### config.mk
export PLATFORM = sky130hd
export DESIGN_NAME = sorted_symbol_set_top
export DESIGN_NICKNAME = d
export VERILOG_FILES = /design/src/rtl/core/sss_pkg.sv /design/src/rtl/core/sss_datapath.sv /design/src/rtl/core/sss_controller.sv /design/src/rtl/core/sorted_symbol_set_top.sv
export SDC_FILE = /design/constraint.sdc
export NUM_CORES = 1
export LEC_CHECK = 0
export BUFFER_PORTS_ARGS = -buffer_cell sky130_fd_sc_hd__buf_2
export CAP_MARGIN = 30
export CORE_UTILIZATION = 30
export DETAILED_ROUTE_END_ITERATION = 8
export GPL_TIMING_DRIVEN = 1
export PLACE_DENSITY = 0.48
export RECOVER_POWER = 25
export SLEW_MARGIN = 20
export SYNTH_ARGS = -nofsm -noshare
export SYNTH_HDL_FRONTEND = slang
export SYNTH_SLANG_ARGS = --single-unit
### constraint.sdc
create_clock -name clock -period 11.6 [get_ports clock]
set_clock_uncertainty 0.1 [all_clocks]
set_input_delay 1.16 -clock clock [delete_from_list [all_inputs] [get_ports clock]]
set_output_delay 1.16 -clock clock [all_outputs]
set_load 0.01 [all_outputs]
### src/rtl/core/sss_pkg.sv
// ----------------------------------------------------------------------------
// sss_pkg
// Shared types, constants and controller/datapath interface structs for the
// sorted symbol set.
// ----------------------------------------------------------------------------
`default_nettype none

package sss_pkg;

   localparam int CAPACITY = 64;
   localparam int CNT_W    = 7;
   localparam int SYM_W    = 7;
   localparam int IDX_W    = $clog2(CAPACITY);

   typedef logic [CNT_W-1:0] cnt_type;
   typedef logic [SYM_W-1:0] sym_type;
   typedef logic [IDX_W-1:0] idx_type;
   typedef logic [1:0]       op_type;

   localparam op_type CMD_INSERT = 2'd0;
   localparam op_type CMD_REMOVE = 2'd1;

   typedef enum logic [1:0] {
      RD_IDX   = 2'd0,
      RD_BELOW = 2'd1,
      RD_ABOVE = 2'd2
   } rd_sel_type;

   typedef struct packed {
      logic       capture;
      logic       set_pos;
      logic       pos_hit;
      logic       idx_inc;
      logic       idx_dec;
      logic       idx_to_occ;
      logic       rd_en;
      rd_sel_type rd_sel;
      logic       wr_shift;
      logic       wr_sym;
      logic       occ_dec;
      logic       set_ovf;
      logic       load_rsp;
   } ctrl_cmd_type;

   typedef struct packed {
      logic idx_lt_occ;
      logic rd_lt_sym;
      logic rd_eq_sym;
      logic is_insert;
      logic is_remove;
      logic full;
      logic present;
      logic idx_gt_pos;
      logic idx_p1_lt_occ;
      logic rsp_busy;
   } ctrl_status_type;

endpackage

`default_nettype wire

### src/rtl/core/sss_datapath.sv
// ----------------------------------------------------------------------------
// sss_datapath
// Member memory, scan/shift index, occupancy count, transaction registers and
// the registered response.
// ----------------------------------------------------------------------------
`default_nettype none

module sss_datapath (
   input  wire                       clock,
   input  wire                       reset,
   input  wire sss_pkg::op_type      req_command,
   input  wire sss_pkg::sym_type     req_symbol,
   input  wire                       rsp_ready,
   output logic                      rsp_valid,
   output logic                      rsp_was_present,
   output logic                      rsp_changed,
   output logic                      rsp_overflow,
   output sss_pkg::cnt_type          rsp_member_count,
   input  wire sss_pkg::ctrl_cmd_type    cmd,
   output sss_pkg::ctrl_status_type      status
);
   import sss_pkg::*;

   sym_type mem [CAPACITY];

   op_type  op_ff;
   sym_type sym_ff;
   sym_type rd_data_ff;
   cnt_type idx_ff, idx_in;
   cnt_type pos_ff;
   cnt_type occ_ff, occ_in;
   logic    present_ff;
   logic    changed_ff;
   logic    ovf_ff;
   logic    rsp_valid_ff;
   logic    rsp_present_ff;
   logic    rsp_changed_ff;
   logic    rsp_ovf_ff;
   cnt_type rsp_count_ff;

   cnt_type idx_m1;
   cnt_type idx_p1;
   idx_type rd_addr;
   idx_type wr_addr;
   sym_type wr_data;

   assign idx_m1 = idx_ff - cnt_type'(1);
   assign idx_p1 = idx_ff + cnt_type'(1);

   always_comb begin
      case (cmd.rd_sel)
         RD_IDX:   rd_addr = idx_ff[IDX_W-1:0];
         RD_BELOW: rd_addr = idx_m1[IDX_W-1:0];
         RD_ABOVE: rd_addr = idx_p1[IDX_W-1:0];
         default:  rd_addr = idx_ff[IDX_W-1:0];
      endcase
   end

   assign wr_addr = cmd.wr_sym ? pos_ff[IDX_W-1:0] : idx_ff[IDX_W-1:0];
   assign wr_data = cmd.wr_sym ? sym_ff : rd_data_ff;

   always_ff @(posedge clock) begin
      if (cmd.rd_en) begin
         rd_data_ff <= mem[rd_addr];
      end
      if (cmd.wr_shift || cmd.wr_sym) begin
         mem[wr_addr] <= wr_data;
      end
   end

   always_comb begin
      idx_in = idx_ff;
      if (cmd.capture) begin
         idx_in = '0;
      end else if (cmd.idx_to_occ) begin
         idx_in = occ_ff;
      end else if (cmd.idx_inc) begin
         idx_in = idx_p1;
      end else if (cmd.idx_dec) begin
         idx_in = idx_m1;
      end
   end

   always_comb begin
      occ_in = occ_ff;
      if (cmd.wr_sym) begin
         occ_in = occ_ff + cnt_type'(1);
      end else if (cmd.occ_dec) begin
         occ_in = occ_ff - cnt_type'(1);
      end
   end

   always_ff @(posedge clock) begin
      idx_ff <= idx_in;
      if (cmd.capture) begin
         op_ff  <= req_command;
         sym_ff <= req_symbol;
      end
      if (cmd.set_pos) begin
         pos_ff <= idx_ff;
      end
      if (cmd.load_rsp) begin
         rsp_present_ff <= present_ff;
         rsp_changed_ff <= changed_ff;
         rsp_ovf_ff     <= ovf_ff;
         rsp_count_ff   <= occ_ff;
      end
   end

   always_ff @(posedge clock) begin
      if (reset) begin
         occ_ff       <= '0;
         present_ff   <= 1'b0;
         changed_ff   <= 1'b0;
         ovf_ff       <= 1'b0;
         rsp_valid_ff <= 1'b0;
      end else begin
         occ_ff <= occ_in;
         if (cmd.capture) begin
            present_ff <= 1'b0;
            changed_ff <= 1'b0;
            ovf_ff     <= 1'b0;
         end else begin
            if (cmd.set_pos) begin
               present_ff <= cmd.pos_hit;
            end
            if (cmd.wr_sym || cmd.occ_dec) begin
               changed_ff <= 1'b1;
            end
            if (cmd.set_ovf) begin
               ovf_ff <= 1'b1;
            end
         end
         if (cmd.load_rsp) begin
            rsp_valid_ff <= 1'b1;
         end else if (rsp_ready) begin
            rsp_valid_ff <= 1'b0;
         end
      end
   end

   assign status.idx_lt_occ    = idx_ff < occ_ff;
   assign status.rd_lt_sym     = rd_data_ff < sym_ff;
   assign status.rd_eq_sym     = rd_data_ff == sym_ff;
   assign status.is_insert     = op_ff == CMD_INSERT;
   assign status.is_remove     = op_ff == CMD_REMOVE;
   assign status.full          = occ_ff >= cnt_type'(CAPACITY);
   assign status.present       = present_ff;
   assign status.idx_gt_pos    = idx_ff > pos_ff;
   assign status.idx_p1_lt_occ = idx_p1 < occ_ff;
   assign status.rsp_busy      = rsp_valid_ff && !rsp_ready;

   assign rsp_valid        = rsp_valid_ff;
   assign rsp_was_present  = rsp_present_ff;
   assign rsp_changed      = rsp_changed_ff;
   assign rsp_overflow     = rsp_ovf_ff;
   assign rsp_member_count = rsp_count_ff;

endmodule

`default_nettype wire

### src/rtl/core/sss_controller.sv
// ----------------------------------------------------------------------------
// sss_controller
// Sequencer: linear scan for the sorted slot, then, when the set changes, a
// read/write shift loop to open or close a gap, then response hand-off.
// ----------------------------------------------------------------------------
`default_nettype none

module sss_controller (
   input  wire                           clock,
   input  wire                           reset,
   input  wire                           req_valid,
   output logic                          req_ready,
   input  wire sss_pkg::ctrl_status_type status,
   output sss_pkg::ctrl_cmd_type         cmd
);
   import sss_pkg::*;

   typedef enum logic [8:0] {
      S_IDLE     = 9'b000000001,
      S_SCAN_RD  = 9'b000000010,
      S_SCAN_CMP = 9'b000000100,
      S_DECIDE   = 9'b000001000,
      S_UP_CHK   = 9'b000010000,
      S_UP_WR    = 9'b000100000,
      S_DN_CHK   = 9'b001000000,
      S_DN_WR    = 9'b010000000,
      S_FINISH   = 9'b100000000
   } state_type;

   state_type state_ff, state_in;

   always_comb begin
      state_in = state_ff;
      cmd      = '0;
      cmd.rd_sel = RD_IDX;
      case (state_ff)
         S_IDLE: begin
            if (req_valid) begin
               cmd.capture = 1'b1;
               state_in    = S_SCAN_RD;
            end
         end
         S_SCAN_RD: begin
            if (status.idx_lt_occ) begin
               cmd.rd_en = 1'b1;
               state_in  = S_SCAN_CMP;
            end else begin
               cmd.set_pos = 1'b1;
               state_in    = S_DECIDE;
            end
         end
         S_SCAN_CMP: begin
            if (status.rd_lt_sym) begin
               cmd.idx_inc = 1'b1;
               state_in    = S_SCAN_RD;
            end else begin
               cmd.set_pos = 1'b1;
               cmd.pos_hit = status.rd_eq_sym;
               state_in    = S_DECIDE;
            end
         end
         S_DECIDE: begin
            if (status.is_insert && !status.present) begin
               if (status.full) begin
                  cmd.set_ovf = 1'b1;
                  state_in    = S_FINISH;
               end else begin
                  cmd.idx_to_occ = 1'b1;
                  state_in       = S_UP_CHK;
               end
            end else if (status.is_remove && status.present) begin
               state_in = S_DN_CHK;
            end else begin
               state_in = S_FINISH;
            end
         end
         S_UP_CHK: begin
            if (status.idx_gt_pos) begin
               cmd.rd_en  = 1'b1;
               cmd.rd_sel = RD_BELOW;
               state_in   = S_UP_WR;
            end else begin
               cmd.wr_sym = 1'b1;
               state_in   = S_FINISH;
            end
         end
         S_UP_WR: begin
            cmd.wr_shift = 1'b1;
            cmd.idx_dec  = 1'b1;
            state_in     = S_UP_CHK;
         end
         S_DN_CHK: begin
            if (status.idx_p1_lt_occ) begin
               cmd.rd_en  = 1'b1;
               cmd.rd_sel = RD_ABOVE;
               state_in   = S_DN_WR;
            end else begin
               cmd.occ_dec = 1'b1;
               state_in    = S_FINISH;
            end
         end
         S_DN_WR: begin
            cmd.wr_shift = 1'b1;
            cmd.idx_inc  = 1'b1;
            state_in     = S_DN_CHK;
         end
         S_FINISH: begin
            if (!status.rsp_busy) begin
               cmd.load_rsp = 1'b1;
               state_in     = S_IDLE;
            end
         end
         default: begin
            state_in = S_IDLE;
         end
      endcase
   end

   always_ff @(posedge clock) begin
      if (reset) begin
         state_ff <= S_IDLE;
      end else begin
         state_ff <= state_in;
      end
   end

   assign req_ready = state_ff == S_IDLE;

endmodule

`default_nettype wire

### src/rtl/core/sorted_symbol_set_top.sv
// ----------------------------------------------------------------------------
// sorted_symbol_set_top
// Ordered set of distinct 7-bit symbols: insert, remove and membership query,
// one response transaction per request transaction.
//
//   channel | ports                                    | direction
//   req     | req_valid/req_ready, req_command, req_symbol | in
//   rsp     | rsp_valid/rsp_ready, rsp_was_present,    | out
//           | rsp_changed, rsp_overflow, rsp_member_count |
//
// One request at a time. The wait from the accepting edge to rsp_valid grows
// with the members below the symbol and the members shifted. The member
// memory gives one read and one write per cycle, and that sets the scan and
// the shift.
// Synchronous active-high reset empties the set; member memory is not cleared.
// A new request is taken while the previous response waits in its register.
// ----------------------------------------------------------------------------
`default_nettype none

module sorted_symbol_set_top (
   input  wire                   clock,
   input  wire                   reset,
   input  wire                   req_valid,
   output logic                  req_ready,
   input  wire sss_pkg::op_type  req_command,
   input  wire sss_pkg::sym_type req_symbol,
   output logic                  rsp_valid,
   input  wire                   rsp_ready,
   output logic                  rsp_was_present,
   output logic                  rsp_changed,
   output logic                  rsp_overflow,
   output sss_pkg::cnt_type      rsp_member_count
);
   import sss_pkg::*;

   ctrl_cmd_type    cmd;
   ctrl_status_type status;

   sss_controller u_ctrl (
      .clock     (clock),
      .reset     (reset),
      .req_valid (req_valid),
      .req_ready (req_ready),
      .status    (status),
      .cmd       (cmd)
   );

   sss_datapath u_dp (
      .clock            (clock),
      .reset            (reset),
      .req_command      (req_command),
      .req_symbol       (req_symbol),
      .rsp_ready        (rsp_ready),
      .rsp_valid        (rsp_valid),
      .rsp_was_present  (rsp_was_present),
      .rsp_changed      (rsp_changed),
      .rsp_overflow     (rsp_overflow),
      .rsp_member_count (rsp_member_count),
      .cmd              (cmd),
      .status           (status)
   );

   a_busy_after_accept: assert property (@(posedge clock) disable iff (reset)
      req_valid && req_ready |=> !req_ready)
      else $error("request taken while a transaction is in flight");

   a_count_bound: assert property (@(posedge clock) disable iff (reset)
      rsp_valid |-> rsp_member_count <= cnt_type'(CAPACITY))
      else $error("member count beyond capacity");

   a_overflow_full: assert property (@(posedge clock) disable iff (reset)
      rsp_valid && rsp_overflow |->
         !rsp_changed && !rsp_was_present && rsp_member_count == cnt_type'(CAPACITY))
      else $error("overflow flagged on a set that was not full");

   a_changed_flip: assert property (@(posedge clock) disable iff (reset)
      rsp_valid && rsp_changed && !rsp_was_present |-> rsp_member_count != '0)
      else $error("insert left an empty set");

endmodule

`default_nettype wire

==> qor.csv <==
stage;metric;value;unit
run_status;status;complete, but fails checks;
run_status;failed_checks;capacitance limit, slew limit;
logic_synthesis;ys_top_cells_by_count;481 x edfxtp_1, 358 x nand2_1, 136 x nor2_1;
worst_hold_path;hold_class;flop to flop;
global_routing;grtUsageMet1;24.0;%
global_routing;grt_max_degree;144;
critical_path;crit_cells;22;
logic_synthesis;ys_ff_latch;508;
clock_network;htreeDepth;2;
placed_design;place_congestion;0.865;
global_routing;grt.total_usage;16.8;%
route;vias;15100;
logic_synthesis;synth_area_leaders;edfxtp_1 63%, nand2_1 5.9%, nand3_1 3.0%;
sta;setup_tns;0;ps
sta;slew_headroom;-151;%
route;firstDrtPassIters;6;
global_routing;top_usage_layer;met2;
global_routing;grt_first_pass_wirelength;97.4;mm
logic_synthesis;synth_area_per_cell;12.5;um^2
clock_network;cts_setup_buffers;0;
sta;setup_viol;0;
placed_design;pre_cts_ws;4280;ps
critical_path;critical_path.cell_chain;clkbuf_1 > inv_1 > ha_1 > ha_1 > a21boi_0 > o21a_1 > o21ai_0 > a21oi_1 > o21ai_0 > nand3b_1 > ha_2 > buf_4 > or2_1 > mux2_4 > buf_4 > o21ai_0 > a31oi_1 > nor4_1 > a2111oi_1 > buf_4 > nor4_1 > nand2_1;
final_layout;fill_cells;7364;
logic_synthesis;ys.warnings.count;0;
route;wl_per_cell;23.0;um
final_layout;layout-drive-gt1-share;10.1;%
power;p_leak;8.43;nW
placed_design;io_buffer_count;24;
critical_path;reg2reg_depth;22;
critical_path;crit_arrival;9090;ps
clock_network;path_clk_slew;60;ps
global_routing;grt_use_met3;2.19;%
critical_path;cp.required;11980;ps
sta;fmax;115;MHz
logic_synthesis;synth_top_area_share;63.4;%
critical_path;crit_path_end_kind;flop;
sta;final_hold_viol_count;0;
logic_synthesis;synth_most_common_cell;edfxtp_1;
logic_synthesis;synth_ff_type;edfxtp_1;
clock_network;root_buffer;clkbuf_16;
logic_synthesis;synth_top_cell_by_area;edfxtp_1;
logic_synthesis;synth_edf_count;481;
sta;finalCritPeriodShare;75.1;%
sta;maxSlewViolCount;315;
die;num_rows;100;
sta;fin_crit;8710;ps
final_layout;regArea;0.0150;mm^2
logic_synthesis;synthesis.area;0.0228;mm^2
power;irDropWorstVdd;0.107;mV
global_routing;antenna_found_initial;0;
sta;worst_slew_pin_slew;3720;ps
die;core;0.0748;mm^2
logic_synthesis;synth_cell_types;78;
critical_path;crit_buf_inv;5;
final_layout;multi_input_area;0.00721;mm^2
critical_path;critPathSlowestCell;clkbuf_1;
die;die-area;0.0770;mm^2
power;powerDensity;147;mW/mm^2
die;initial_core_util;30.4;%
logic_synthesis;synth_nets;1877;
clock_network;cts_hold_buf;0;
route;drtIter0Drc;1470;
logic_synthesis;synthCells;1828;
global_routing;overflow;0;
die;die_y;277;um
clock_network;clockBufferDepth;3;
worst_hold_path;worstHoldPathCells;0;
final_layout;area_delta_synth_final;12.8;%
critical_path;path_max_fanout;65;
logic_synthesis;synth-async-reset-ratio;0;%
sta;fin_ws;2890;ps
run;cap_viol_max_count;8;
die;io_pins;25;
die;die_w;277;um
global_routing;grt_pass1_vias;14500;
final_layout;antenna_cells;0;
route;antenna_left;0;
final_layout;final_nets;1890;
critical_path;critical_path.top_delay_family;buffers and inverters;
clock_network;cts_tree;done;
global_routing;grt_use_met2;26.7;%
sta;rsz0062_at_grt;false;
route;vias_per_cell;5.28;
critical_path;worstSetupPathType;flop to flop;
route;routed_wl;65.5;mm
clock_network;clock_latency;620;ps
critical_path;startpoint_type;flop;
route;drc;0;
logic_synthesis;ys_seq_area_share;65.8;%
placed_design;place_hpwl;40.6;mm
clock_network;numCtsBuffers;53;
critical_path;cpPeakStageDelay;1320;ps
clock_network;clkSinkCount;508;
clock_network;ctsResizeCount;0;
-- layout by cell type, fill, tap and decap left out, types with 8 or more instances in the layout --
cell and count:
edfxtp_1 481, nand2_1 357, nand3_1 135, nor2_1 133, a21oi_1 60, clkbuf_16 54, mux2i_1 41, inv_1 35
ha_1 34, clkbuf_1 31, o21ai_0 28, a211oi_1 28, a31oi_1 28, dfxtp_1 27, buf_4 26, a311oi_1 24
mux4_2 23, nor3_1 22, and2_1 20, and3_1 18, nand2b_1 15, buf_2 15, a21o_1 14, nand4_1 13
o22ai_1 13, clkinv_1 13, xnor2_1 12, o221ai_1 12, a32oi_1 12, nor4_1 10, clkinv_2 8
-- path summary, 6_finish.rpt --
check	slack [ps]	endpoint	startpoint
max	2890	u_dp.rd_data_ff[4]	u_dp.idx_ff[1]
min	330	u_dp.rsp_changed	u_dp.changed_ff
max reg2reg	2890	u_dp.rd_data_ff[4]	u_dp.idx_ff[1]
min reg2reg	330	u_dp.rsp_changed	u_dp.changed_ff
-- routing by layer --
metal | routed length [um] | up-vias
li1 | - | 6906
met1 | 29600 | 7559
met2 | 30700 | 502
met3 | 3950 | 93
met4 | 1270 | 0
met5 | 0 | -
-- final cells by class --
class / count / share of cell area, %
flip-flops and latches: 508 / 58.3
clock buffers: 67 / 5.57
inverters: 35 / 0.511
repair buffers: 63 / 1.44
well taps: 969 / 4.72
multi-input cells: 1180 / 28.1
clock inverters: 32 / 1.36
-- cells by family (layout without fill, tap and decap cells) --
family                     Yosys count  in the layout  synth area share (%)
xor gates and xnor gates            15             15                 0.577
and+or+nand+nor                    763            763                  14.9
adders and majority gates           36             36                  2.01
buffers and inverters              140            197                  2.88
muxes                               74             74                  4.63
AOI/OAI and AO/OA                  292            292                  9.14
DFF                                508            508                  65.8
-- stage by stage --
step           hold WS (ps)  area, um^2  power (mW)  instances  util (%)
6_report                330       25700        3.78       2854      34.3
5_1_grt                 354       25700        3.88       2854      34.3
4_1_cts                 331       25800        3.82       2850      34.4
3_5_place_dp            316       24000        2.06       2751      32.0
3_3_place_gp            323       23900        2.06       2748      32.0
2_1_floorplan           309       22800        2.05       1828         -
-- state kept, by name (all words and copies together), names as in the netlist --
signal                 flops
u_ctrl.state_ff            9
u_dp.changed_ff            1
u_dp.idx_ff                7
u_dp.mem                 448
u_dp.occ_ff                7
u_dp.op_ff                 2
u_dp.ovf_ff                1
u_dp.pos_ff                7
u_dp.present_ff            1
u_dp.rd_data_ff            7
u_dp.rsp_changed           1
u_dp.rsp_member_count      7
u_dp.rsp_overflow          1
u_dp.rsp_valid             1
u_dp.rsp_was_present       1
u_dp.sym_ff                7
-- report_power, final --
group          leakage, nW  total (mW)  internal [mW]  switching, mW
clock network        0.875        1.76           1.03          0.732
logic                 3.00      0.0368         0.0124         0.0244
registers             4.55        1.99           1.98        0.00354
total                 8.43        3.78           3.02          0.760
Power figures use the tool's default switching activity.
